<file path="src/design/apdt_pkg.sv">
// ----------------------------------------------------------------------------
// ATA PIO drive target package
// Shared types and constants: operation codes, task-file register map,
// command codes, status values and the item and result records.
// ----------------------------------------------------------------------------
`default_nettype none

package apdt_pkg;

  // Kind of work carried by one input transaction.
  typedef enum logic [1:0] {
    OP_BUS   = 2'd0,
    OP_FILL  = 2'd1,
    OP_DRAIN = 2'd2,
    OP_NOP   = 2'd3
  } op_e;

  // Where the host read value of a bus sample comes from.
  typedef enum logic [1:0] {
    LRV_KEEP   = 2'd0,
    LRV_MEM    = 2'd1,
    LRV_STATUS = 2'd2
  } lrv_e;

  // Task-file map, indexed by chip select and address.
  localparam logic [4:0] REG_DATA    = 5'h10;
  localparam logic [4:0] REG_SCOUNT  = 5'h12;
  localparam logic [4:0] REG_SNUM    = 5'h13;
  localparam logic [4:0] REG_CYLLO   = 5'h14;
  localparam logic [4:0] REG_CYLHI   = 5'h15;
  localparam logic [4:0] REG_DRVHD   = 5'h16;
  localparam logic [4:0] REG_CMDSTAT = 5'h17;

  localparam logic [15:0] CMD_READ  = 16'h0020;
  localparam logic [15:0] CMD_WRITE = 16'h0030;

  localparam logic [7:0] ST_IDLE = 8'h50;
  localparam logic [7:0] ST_XFER = 8'h58;

  typedef struct packed {
    op_e         opcode;
    logic        dior_n;
    logic        diow_n;
    logic [1:0]  chip_select;
    logic [2:0]  reg_address;
    logic [15:0] data_in;
    logic [11:0] buffer_index;
  } item_t;

  // Everything the result stage needs about one transaction, taken after
  // the task file has been updated.
  typedef struct packed {
    op_e         opcode;
    lrv_e        lrv_sel;
    logic        rd_ok;
    logic        fwd;
    logic [15:0] fwd_data;
    logic        drive;
    logic        rreq;
    logic        freq;
    logic [27:0] lba;
    logic [4:0]  sectors;
    logic [7:0]  status;
  } snap_t;

  typedef struct packed {
    logic [15:0] host_data;
    logic        data_drive;
    logic        storage_read_request;
    logic        storage_flush_request;
    logic [27:0] request_lba;
    logic [4:0]  request_sectors;
    logic [7:0]  status_bits;
  } res_t;

endpackage

`default_nettype wire

</file>
<file path="src/design/apdt_taskfile.sv">
// ----------------------------------------------------------------------------
// Task file and transfer control
// Detects strobe edges, decodes register and command accesses, keeps the
// LBA registers, transfer pointers and status, and issues buffer accesses.
// ----------------------------------------------------------------------------
`default_nettype none

module apdt_taskfile
  import apdt_pkg::*;
#(
  parameter int unsigned BUF_WORDS = 4096,
  parameter int unsigned Aw        = 12
) (
  input  wire logic          clk_i,
  input  wire logic          rst_ni,
  input  wire logic          accept_i,
  input  wire item_t         item_i,
  output      logic          mem_we_o,
  output      logic [Aw-1:0] mem_waddr_o,
  output      logic [15:0]   mem_wdata_o,
  output      logic          mem_re_o,
  output      logic [Aw-1:0] mem_raddr_o,
  output      snap_t         snap_o
);

  localparam int unsigned Cap = BUF_WORDS / 256;
  localparam int unsigned Cw  = $clog2(Cap + 1);
  localparam int unsigned Pw  = $clog2(BUF_WORDS + 1);
  localparam logic [Pw-1:0] BufEnd = Pw'(BUF_WORDS);

  function automatic logic [Cw-1:0] sat_f(input logic [15:0] n);
    logic [Cw-1:0] r;
    if (n > 16'(Cap)) r = Cw'(Cap);
    else              r = Cw'(n);
    return r;
  endfunction

  logic          prev_rd_q, prev_rd_d;
  logic          prev_wr_q, prev_wr_d;
  logic [15:0]   sc_q, sc_d;
  logic [7:0]    sn_q, sn_d;
  logic [7:0]    cl_q, cl_d;
  logic [7:0]    ch_q, ch_d;
  logic [3:0]    dh_q, dh_d;
  logic [27:0]   lba_q, lba_d;
  logic [7:0]    st_q, st_d;
  logic [Pw-1:0] rp_q, rp_d;
  logic [Pw-1:0] wp_q, wp_d;
  logic [Pw-1:0] tw_q, tw_d;

  logic [4:0]    tf_addr;
  logic          rd_start;
  logic          wr_start;
  logic          idx_ok;
  logic [Pw-1:0] ptr_next;
  logic          rd_ok;
  lrv_e          lrv_sel;
  logic          rreq;
  logic          freq;

  assign tf_addr  = {item_i.chip_select, item_i.reg_address};
  assign rd_start = prev_rd_q & ~item_i.dior_n;
  assign wr_start = prev_wr_q & ~item_i.diow_n;
  assign idx_ok   = 32'(item_i.buffer_index) < 32'(BUF_WORDS);

  always_comb begin
    prev_rd_d   = prev_rd_q;
    prev_wr_d   = prev_wr_q;
    sc_d        = sc_q;
    sn_d        = sn_q;
    cl_d        = cl_q;
    ch_d        = ch_q;
    dh_d        = dh_q;
    lba_d       = lba_q;
    st_d        = st_q;
    rp_d        = rp_q;
    wp_d        = wp_q;
    tw_d        = tw_q;
    ptr_next    = wp_q;
    mem_we_o    = 1'b0;
    mem_waddr_o = Aw'(item_i.buffer_index);
    mem_wdata_o = item_i.data_in;
    mem_re_o    = 1'b0;
    mem_raddr_o = Aw'(item_i.buffer_index);
    rd_ok       = 1'b0;
    lrv_sel     = LRV_KEEP;
    rreq        = 1'b0;
    freq        = 1'b0;

    case (item_i.opcode)
      OP_BUS: begin
        prev_rd_d = item_i.dior_n;
        prev_wr_d = item_i.diow_n;

        // The write side is handled before the read side of the same sample.
        if (wr_start) begin
          case (tf_addr)
            REG_SCOUNT: sc_d = item_i.data_in;
            REG_SNUM:   sn_d = item_i.data_in[7:0];
            REG_CYLLO:  cl_d = item_i.data_in[7:0];
            REG_CYLHI:  ch_d = item_i.data_in[7:0];
            REG_DRVHD:  dh_d = item_i.data_in[3:0];
            REG_DATA: begin
              if (wp_q < BufEnd) begin
                mem_we_o    = 1'b1;
                mem_waddr_o = Aw'(wp_q);
              end
              ptr_next = (wp_q < tw_q) ? wp_q + Pw'(1) : wp_q;
              wp_d     = ptr_next;
              if (ptr_next >= tw_q) begin
                freq = 1'b1;
                st_d = ST_IDLE;
              end
            end
            REG_CMDSTAT: begin
              if (item_i.data_in == CMD_READ || item_i.data_in == CMD_WRITE) begin
                lba_d = {dh_q, ch_q, cl_q, sn_q};
                tw_d  = Pw'({sat_f(sc_q), 8'h00});
                rp_d  = '0;
                wp_d  = '0;
                st_d  = ST_XFER;
                rreq  = (item_i.data_in == CMD_READ);
              end
            end
            // Control register writes and unmapped accesses are ignored.
            default: ;
          endcase
        end

        if (rd_start) begin
          if (tf_addr == REG_DATA) begin
            rd_ok       = rp_q < BufEnd;
            mem_re_o    = rd_ok;
            mem_raddr_o = Aw'(rp_q);
            lrv_sel     = LRV_MEM;
            rp_d        = (rp_q < tw_q) ? rp_q + Pw'(1) : rp_q;
            if (rp_d >= tw_q) begin
              st_d = ST_IDLE;
            end
          end else if (tf_addr == REG_CMDSTAT) begin
            lrv_sel = LRV_STATUS;
          end
        end
      end
      OP_FILL: begin
        mem_we_o = idx_ok;
      end
      OP_DRAIN: begin
        rd_ok    = idx_ok;
        mem_re_o = idx_ok;
      end
      default: ;
    endcase
  end

  always_comb begin
    snap_o          = '0;
    snap_o.opcode   = item_i.opcode;
    snap_o.lrv_sel  = lrv_sel;
    snap_o.rd_ok    = rd_ok;
    // A data write and a data read of the same word in one sample: the
    // read must see the new word, which the RAM does not return yet.
    snap_o.fwd      = mem_we_o & mem_re_o & (mem_waddr_o == mem_raddr_o);
    snap_o.fwd_data = item_i.data_in;
    snap_o.drive    = (item_i.opcode == OP_BUS) & ~item_i.dior_n;
    snap_o.rreq     = rreq;
    snap_o.freq     = freq;
    snap_o.lba      = lba_d;
    snap_o.sectors  = 5'(sat_f(sc_d));
    snap_o.status   = st_d;
  end

  always_ff @(posedge clk_i or negedge rst_ni) begin
    if (!rst_ni) begin
      prev_rd_q <= 1'b0;
      prev_wr_q <= 1'b0;
      sc_q      <= '0;
      sn_q      <= '0;
      cl_q      <= '0;
      ch_q      <= '0;
      dh_q      <= '0;
      lba_q     <= '0;
      st_q      <= ST_IDLE;
      rp_q      <= '0;
      wp_q      <= '0;
      tw_q      <= '0;
    end else if (accept_i) begin
      prev_rd_q <= prev_rd_d;
      prev_wr_q <= prev_wr_d;
      sc_q      <= sc_d;
      sn_q      <= sn_d;
      cl_q      <= cl_d;
      ch_q      <= ch_d;
      dh_q      <= dh_d;
      lba_q     <= lba_d;
      st_q      <= st_d;
      rp_q      <= rp_d;
      wp_q      <= wp_d;
      tw_q      <= tw_d;
    end
  end

endmodule

`default_nettype wire

</file>
<file path="config.mk">
export PLATFORM = sky130hd
export DESIGN_NAME = apdt_taskfile
export DESIGN_NICKNAME = d
export VERILOG_FILES = /design/src/design/apdt_pkg.sv /design/src/design/apdt_taskfile.sv
export SDC_FILE = /design/constraint.sdc
export NUM_CORES = 1
export LEC_CHECK = 0
export ABC_AREA = 1
export BUFFER_PORTS_ARGS = -buffer_cell sky130_fd_sc_hd__buf_2
export CORE_ASPECT_RATIO = 1.75
export CORE_MARGIN = 3
export CORE_UTILIZATION = 50
export CTS_CLUSTER_SIZE = 16
export DETAILED_ROUTE_END_ITERATION = 8
export PLACE_DENSITY = 0.84
export SLEW_MARGIN = 30
export SYNTH_ARGS = -nofsm -noshare
export SYNTH_HDL_FRONTEND = slang
export SYNTH_SLANG_ARGS = --single-unit
</file>
<file path="constraint.sdc">
create_clock -name clk_i -period 11.4 [get_ports clk_i]
set_input_delay 2.28 -clock clk_i [delete_from_list [all_inputs] [get_ports clk_i]]
set_output_delay 2.28 -clock clk_i [all_outputs]
set_load 0.03 [all_outputs]
</file>
==> flow_summary_export.csv, run 1 <==
group,metric,value,unit
outcome,outcome,"finished clean",
floorplanning,io_pins,148,
yosys,syn_area,7350,um2
routing,drt_wl_total,20.0,mm
clock_tree,cts.sinks,113,
clock_tree,cts_setup_buffers,0,
routing,drtAntennaViolNets,0,
placement,hpwl,15.1,mm
timing,rsz0062_at_grt,"false",
clock_tree,cts.htree.levels,4,
yosys,synth_enable_flop_cells,0,
floorplanning,dieArea,16200,um2
global_routing,grt_pass1_wl,32.9,mm
yosys,synth_fp_nets,1081,
critical_path,cp-end-kind,"output pin",
final_layout,regArea,2830,um2
clock_tree,cts_buffers,17,
timing,tns,0,ns
clock_tree,cts_hold_buf,0,
floorplanning,num_rows,58,
critical_path,critical_path_class,"in2out",
floorplanning,die_w,97.7,um
yosys,synth_cells,1021,
critical_path,critPathLaunchType,"input pin",
clock_tree,cts_tree,"built",
final_layout,final_cell_mix,"278 x nand2_1, 151 x inv_1, 146 x buf_2, 127 x o21ai_0, 111 x dfrtp_1",
floorplanning,initial_core_util,51.2,%
timing,final_hold_viol_count,0,
hold_path,holdPathStages,2,
routing,vias_per_cell,5.31,
yosys,synthFlopType,"dfrtp_1",
routing,drc,0,
global_routing,grt-ovfl-total,0,
routing,vias,6959,
global_routing,track_usage,25.0,%
yosys,async_reset_ff_share,100,%
final_layout,multiInputGateArea,3460,um2
yosys,yosysWarnings,0,
power,total_leakage_power,4.43,nW
global_routing,grt_max_degree,68,
global_routing,antenna_found_initial,1,
job,cap_violations,0,
floorplanning,fp.dieH,166,um
placement,numPortBuffers,147,
critical_path,cp.arrival,4.70,ns
yosys,synth.avg_cell_area,7.20,um2
final_layout,final_common_cell,"nand2_1",
final_layout,nNetsFinal,1178,
timing,fin_crit,6.98,ns
yosys,yosysUniqueCellTypes,46,
critical_path,ff2ff_path_depth,17,
routing,drt_iter0_markers,362,
final_layout,drive_gt1_share,20.0,%
power,vdd_drop_max,0.000115,V
final_layout,antenna_cells,0,
critical_path,worstPathMaxFanout,59,
placement,place.gp.congestion,0.967,
power,power_density,145,nW/um2
timing,setup_viol,0,
placement,pre_cts_ws,4.48,ns
floorplanning,core_area,14400,um2
timing,setup_slack,4.42,ns
clock_tree,clock_latency,0.41,ns
timing,period_share,61.2,%
yosys,yosysSeqAreaShare,38.5,%
clock_tree,clk_pin_slew,0.05,ns
timing,fmax,143,MHz
clock_tree,cts_resized,0,
final_layout,fillers,1302,
clock_tree,root_buffer,"clkbuf_16",
routing,avgRoutedWirePerCell,15.3,um
timing,worst_slew_pin_slew,0.913,ns
timing,fin_worst_skew,0.0111,ns
timing,slew_violations,0,
critical_path,worstPathRequired,9.12,ns
global_routing,grt_pass1_vias,6865,
hold_path,worstHoldPathType,"reg2reg",
final_layout,area_growth,15.8,%
yosys,ys_seq_elements,113,
routing,first_pass_iters,6,
timing,max-slew-margin-rel,39.0,%
clock_tree,clockBufferDepth,2,
## cells in the mapped netlist (11+ instances only)
master    number  share of area (%)
xor2_1        15                1.8
buf_2         12               0.82
nand2_1      279                 14
nand4_1       15                1.3
nor2_1        57                2.9
buf_4         37                3.8
dfrtp_1      111                 38
inv_1        151                7.7
clkbuf_1      17               0.87
ha_1          20                3.4
o21ai_1       33                2.2
nand3_1       36                2.5
a21oi_1       11               0.75
o21ai_0      127                8.6
## path summary, 6_finish.rpt
path,to,start,slack (ns)
setup / recovery,snap_o[33],item_i[14],4.42
hold / removal,st_q[4]$_DFFE_PN1P_,st_q[4]$_DFFE_PN1P_,0.47
setup reg to reg,st_q[0]$_DFFE_PN0P_,tw_q[10]$_DFFE_PN0P_,7.60
hold reg to reg,st_q[4]$_DFFE_PN1P_,st_q[4]$_DFFE_PN1P_,0.47
max in group asynchronous,prev_rd_q$_DFFE_PN0P_,rst_ni,8.26
min in group asynchronous,st_q[1]$_DFFE_PN0P_,rst_ni,1.87
## state kept, by name, indices dropped and copies added, names as in the netlist
signal,count
lba_q,28
sc_q,16
rp_q,13
wp_q,13
ch_q,8
cl_q,8
sn_q,8
st_q,8
tw_q,5
dh_q,4
prev_rd_q,1
prev_wr_q,1
## cell families after synthesis
kind of cell	share of synthesized area (%)
and+or+nand+nor	24.9
buffers and inverters	14.5
AOI/OAI and AO/OA	16.1
DFF	38.5
xor gates and xnor gates	2.50
adders and majority gates	3.40
muxes	0.136
## final cells by class
cell class	instances	share of cell area, %
tap	180	2.65
clock buffer	18	5.04
inverter	161	7.12
clock inverter	14	2.38
multi-input combinational	676	40.7
sequential	113	33.3
timing repair buffer	149	8.85
## through the flow
step	total power, W	utilization, %	instance area [um2]	hold slack, ns	std cells
5_1_grt	0.00128	59.2	8510	0.483	1311
6_report	0.00123	59.2	8510	0.471	1311
2_1_floorplan	0.000606	-	7350	0.448	1021
3_5_place_dp	0.000670	54.8	7880	0.463	1279
3_3_place_gp	0.000666	54.8	7870	0.458	1279
4_1_cts	0.00124	59.2	8510	0.471	1311
## routing by layer
layer	routed length (um)	track usage, %	share of wire, %
met2	10500	45.9	53
met5	7	0	0.035
met4	673	10.6	3.4
met3	1370	4.41	6.9
met1	7450	28.0	37
## worst max-delay path: stages
cell and delay [ns]:
buf_2 0.13, inv_1 0.16, nand4_1 0.12, nor4_2 0.37
nand3_2 0.28, inv_2 0.20, nand2_2 0.52, o21ai_0 0.38
buf_2 0.25
## where the power goes
part | switching, W | internal (W) | leakage [nW]
Combinational | 0.000154 | 0.0000670 | 2.64
Clock | 0.000198 | 0.000369 | 0.305
Sequential | 0.0000198 | 0.000425 | 1.49
Note: power is estimated with default switching activity, not from simulation.
==> run 2: changes to the inputs <==
Settings changed: PLACE_DENSITY 0.84 to 0.87.
Clock period 11.4 ns to 6.13 ns, I/O delays scaled along.
==> flow_summary_export.csv, run 2 (same netlist as run 1, synthesis figures left out) <==
group,metric,value,unit
power,clockPowerShare,44.6,%
hold_path,worstHoldPathType,"reg2reg",
timing,max-slew-margin-rel,44.1,%
final_layout,drive_gt1_share,20.1,%
critical_path,worstPathRequired,4.90,ns
final_layout,final_common_cell,"nand2_1",
power,p_sw,0.000710,W
timing,rsz0062_at_grt,"false",
clock_tree,root_buffer,"clkbuf_16",
clock_tree,cts_tree,"built",
timing,final_hold_viol_count,0,
timing,worst_slew_pin_slew,0.836,ns
final_layout,multiInputGateArea,3470,um2
routing,vias_per_cell,5.33,
timing,tns,0,ns
timing,period_share,88.2,%
final_layout,antenna_cells,0,
routing,drc,0,
power,p_seq_share,37.0,%
placement,hpwl,15.0,mm
floorplanning,num_rows,58,
timing,setup_viol,0,
floorplanning,die_w,97.7,um
floorplanning,core_area,14400,um2
power,power_frac_comb,18.4,%
job,cap_violations,0,
routing,drt_wl_total,20.1,mm
placement,place.gp.congestion,0.960,
critical_path,crit_top_cell,"nand2_1",
clock_tree,cts.sinks,113,
floorplanning,initial_core_util,51.2,%
timing,fin_crit,5.41,ns
floorplanning,io_pins,148,
placement,dp.cells,1279,
floorplanning,dieArea,16200,um2
placement,numPortBuffers,147,
clock_tree,cts.htree.levels,4,
critical_path,worstPathMaxFanout,7,
clock_tree,cts_resized,0,
clock_tree,cts_hold_buf,0,
critical_path,critical_path_class,"reg2out",
clock_tree,clk_pin_slew,0.06,ns
global_routing,track_usage,25.3,%
final_layout,top_register,"lba_q",
global_routing,grt_pass1_wl,33.5,mm
final_layout,largest_reg_flops,28,
timing,fmax,185,MHz
routing,drt_iter0_markers,387,
routing,vias,6990,
power,total_leakage_power,4.42,nW
final_layout,reg_top3,"lba_q (28), sc_q (16)",
global_routing,antenna_found_initial,0,
power,vdd_drop_max,0.000216,V
critical_path,critPathMaxStageDelay,0.50,ns
critical_path,cp-end-kind,"output pin",
clock_tree,cts_setup_buffers,0,
timing,slew_violations,0,
critical_path,cp.arrival,4.18,ns
power,p_int,0.00152,W
power,swShare,31.8,%
power,power_density,264,nW/um2
global_routing,grt_max_degree,68,
critical_path,critPathLaunchType,"flip-flop",
final_layout,fillers,1328,
timing,fin_worst_skew,0.0100,ns
final_layout,area_growth,15.4,%
global_routing,grt_pass1_vias,7097,
outcome,outcome,"finished clean",
critical_path,path_cells,"ha_1, nand2_1, nor2_1, nand2_1, nand3_2, nor4_2, nand3_1, xor2_1, inv_1, ha_1, nand2_1, nor2_1, a2111oi_0, nand3_1, nand2_1, nand2_1, nand2_1, nand2_1, o21ai_0, buf_2",
clock_tree,clock_latency,0.41,ns
routing,first_pass_iters,5,
clock_tree,cts_buffers,17,
final_layout,fin_cells,1311,
clock_tree,clockBufferDepth,2,
global_routing,grt-ovfl-total,0,
critical_path,slowest_stage,"a2111oi_0",
routing,drtAntennaViolNets,0,
routing,avgRoutedWirePerCell,15.3,um
final_layout,final_cell_mix,"278 x nand2_1, 151 x inv_1, 146 x buf_2, 127 x o21ai_0, 111 x dfrtp_1",
final_layout,regArea,2830,um2
final_layout,nNetsFinal,1178,
floorplanning,fp.dieH,166,um
==> run 2: changes by cell type in the layout (fill, tap and decap cells not counted), sizes merged <==
cell and change:
inv +4, clkinv -2, clkinvlp +1, clkbuf -1, bufinv -2
==> run 2: path summary, 6_finish.rpt <==
kind,from,endpoint,slack (ns),depth (start not counted)
max reg2reg,rp_q[10]$_DFFE_PN0P_,st_q[5]$_DFFE_PN0P_,2.50,22
min reg2reg,st_q[4]$_DFFE_PN1P_,st_q[4]$_DFFE_PN1P_,0.47,2
min,st_q[4]$_DFFE_PN1P_,st_q[4]$_DFFE_PN1P_,0.47,2
min in group asynchronous,rst_ni,wp_q[5]$_DFFE_PN0P_,0.88,1
max,wp_q[9]$_DFFE_PN0P_,snap_o[3],0.72,20
max in group asynchronous,rst_ni,tw_q[9]$_DFFE_PN0P_,4.01,2
==> run 2: critical path, delay by kind of cell (launching register included) <==
kind	cells	cell delay, ns
AO/OA/AOI/OAI	2	0.64
XOR/XNOR	1	0.21
adder cells (fa/ha/maj)	2	0.61
buffers and inverters	2	0.33
flip-flops	1	0.47
AND/OR/NAND/NOR	13	1.52
==> run 2: per-layer routing <==
| layer | track usage, % | vias to the layer above | part of all wire, % |
|---|---|---|---|
| met5 | 0 | - | 0 |
| met4 | 15.3 | 0 | 5.4 |
| met3 | 4.50 | 83 | 6.1 |
| met2 | 45.0 | 278 | 52 |
| li1 | - | 3427 | - |
| met1 | 27.4 | 3202 | 37 |
==> run 2: through the flow <==
stage	hold slack (ns)	cell area (um2)	utilization, %	setup WS, ns	total power [W]
after floorplan	0.448	7350	-	1.61	0.00113
after global placement	0.457	7870	54.8	1.07	0.00124
after detailed placement	0.462	7880	54.8	1.05	0.00125
after CTS	0.474	8470	59.0	0.721	0.00224
after global routing	0.501	8480	59.0	0.297	0.00233
final	0.472	8480	59.0	0.724	0.00223
==> run 2: final cells by class <==
cell class / count / share of cell area, %
clock inverters: 15 / 2.01
flip-flops and latches: 113 / 33.4
inverters: 161 / 7.14
repair buffers: 149 / 8.88
clock buffers: 17 / 5.02
well taps: 180 / 2.66
multi-input cells: 676 / 40.9
==> run 2: power groups by stage <==
stage               sequential (W)  combinational (W)  clock (W)
floorplan                 0.000827           0.000300          0
global placement          0.000836           0.000402          0
detailed placement        0.000838           0.000408          0
CTS                       0.000825           0.000412    0.00100
global route              0.000832           0.000461    0.00104
finish                    0.000826           0.000411   0.000997
==> run 3: changes to the inputs <==
Settings changed: PLACE_DENSITY 0.87 to 0.84.
Clock period 6.13 ns to 6.7 ns, I/O delays scaled along.
==> flow_summary_export.csv, run 3 (same netlist as run 1, synthesis figures left out) <==
group,metric,value,unit
final_layout,final_common_cell,"nand2_1",
clock_tree,clockBufferDepth,2,
final_layout,nNetsFinal,1178,
timing,fin_crit,5.62,ns
critical_path,worstPathRequired,5.36,ns
placement,place.gp.congestion,0.996,
timing,final_hold_viol_count,0,
critical_path,worstPathMaxFanout,7,
routing,drc,0,
clock_tree,cts_hold_buf,0,
routing,drtAntennaViolNets,0,
power,vdd_drop_max,0.000200,V
floorplanning,fp.dieH,166,um
timing,tns,0,ns
clock_tree,cts_buffers,17,
final_layout,largest_reg_flops,28,
routing,drt_wl_total,20.6,mm
final_layout,reg_top3,"lba_q (28), sc_q (16)",
timing,slew_violations,0,
routing,vias_per_cell,5.35,
critical_path,critical_path_class,"reg2out",
clock_tree,cts.htree.levels,4,
timing,fmax,178,MHz
clock_tree,cts_setup_buffers,0,
final_layout,area_growth,15.0,%
routing,drt_iter0_markers,394,
global_routing,grt-ovfl-total,0,
global_routing,grt_pass1_vias,7021,
power,power.total,0.00201,W
global_routing,track_usage,25.9,%
timing,rsz0062_at_grt,"false",
final_layout,drive_gt1_share,20.1,%
floorplanning,num_rows,58,
routing,avgRoutedWirePerCell,15.7,um
outcome,outcome,"finished clean",
floorplanning,die_w,97.7,um
routing,wl_met3,1.19,mm
routing,wl_met2,10.7,mm
power,total_leakage_power,4.41,nW
final_layout,final_cell_mix,"278 x nand2_1, 151 x inv_1, 146 x buf_2, 127 x o21ai_0, 111 x dfrtp_1",
placement,hpwl,15.5,mm
routing,first_pass_iters,5,
routing,met1_length,7.62,mm
timing,period_share,83.8,%
timing,fin_hold_ws,0.470,ns
critical_path,critPathLaunchType,"flip-flop",
floorplanning,io_pins,148,
critical_path,cp.arrival,4.28,ns
global_routing,grt_pass1_wl,34.0,mm
routing,vias,7009,
timing,max-slew-margin-rel,43.9,%
timing,setup_viol,0,
timing,worst_slew_pin_slew,0.833,ns
clock_tree,cts_resized,0,
placement,numPortBuffers,147,
global_routing,antenna_found_initial,0,
placement,pre_cts_ws,1.37,ns
power,power_density,237,nW/um2
clock_tree,clk_pin_slew,0.05,ns
timing,setup_slack,1.08,ns
final_layout,final_util,58.8,%
clock_tree,root_buffer,"clkbuf_16",
global_routing,grt_max_degree,68,
critical_path,cp-end-kind,"output pin",
final_layout,top_register,"lba_q",
floorplanning,initial_core_util,51.2,%
job,cap_violations,0,
clock_tree,cts_tree,"built",
timing,fin_worst_skew,0.00828,ns
routing,dr.max_layer_used,"met4",
floorplanning,core_area,14400,um2
clock_tree,clock_latency,0.41,ns
clock_tree,cts.sinks,113,
floorplanning,dieArea,16200,um2
hold_path,worstHoldPathType,"reg2reg",
final_layout,antenna_cells,0,
-- run 3: critical path, cell delays in order (launching register included) --
cell,delay [ns]
dfrtp_1,0.45
ha_1,0.35
nand2_1,0.10
nor2_1,0.06
nand2_1,0.12
nand3_2,0.18
nor4_2,0.32
nand3_1,0.14
xor2_1,0.22
inv_1,0.07
ha_1,0.28
nand2_1,0.10
nor2_1,0.06
a2111oi_0,0.56
nand3_1,0.23
nand2_1,0.10
nand2_1,0.05
nand2_1,0.07
nand2_1,0.05
o21ai_0,0.10
buf_2,0.26
-- run 3: path summary, 6_finish.rpt --
check / startpoint / end / cells after the start / slack [ns]
worst max-delay path: wp_q[10]$_DFFE_PN0P_ / snap_o[3] / 20 / 1.08
worst min-delay path: st_q[6]$_DFFE_PN1P_ / st_q[6]$_DFFE_PN1P_ / 2 / 0.47
worst max register to register: wp_q[10]$_DFFE_PN0P_ / st_q[2]$_DFFE_PN0P_ / 17 / 2.94
worst min register to register: st_q[6]$_DFFE_PN1P_ / st_q[6]$_DFFE_PN1P_ / 2 / 0.47
max in group asynchronous: rst_ni / rp_q[10]$_DFFE_PN0P_ / 2 / 4.48
min in group asynchronous: rst_ni / st_q[1]$_DFFE_PN0P_ / 1 / 0.95
-- run 3: cell type report --
cell class	instances	area [um2]
clock buffer	18	439
clock inverter	14	131
fill	1318	5910
inverter	161	606
multi-input combinational	676	3470
sequential	113	2830
tap	180	225
timing repair buffer	149	753
-- run 3: power by group --
group / switching [W] / total (W) / internal (W)
Sequential: 0.0000334 / 0.000756 / 0.000723
Clock: 0.000346 / 0.000870 / 0.000524
Combinational: 0.000266 / 0.000380 / 0.000114
-- run 3: routing by layer --
layer  GRT usage [%]  up-vias
met3            5.00       74
met5               0        -
li1                -     3423
met2            47.2      300
met4            13.5        0
met1            27.8     3212
-- run 3: stage by stage --
step                      instances  instance area, um2
after floorplan                1021                7350
after global placement         1279                7870
after detailed placement       1279                7880
after CTS                      1311                8450
after global routing           1311                8450
final                          1311                8450
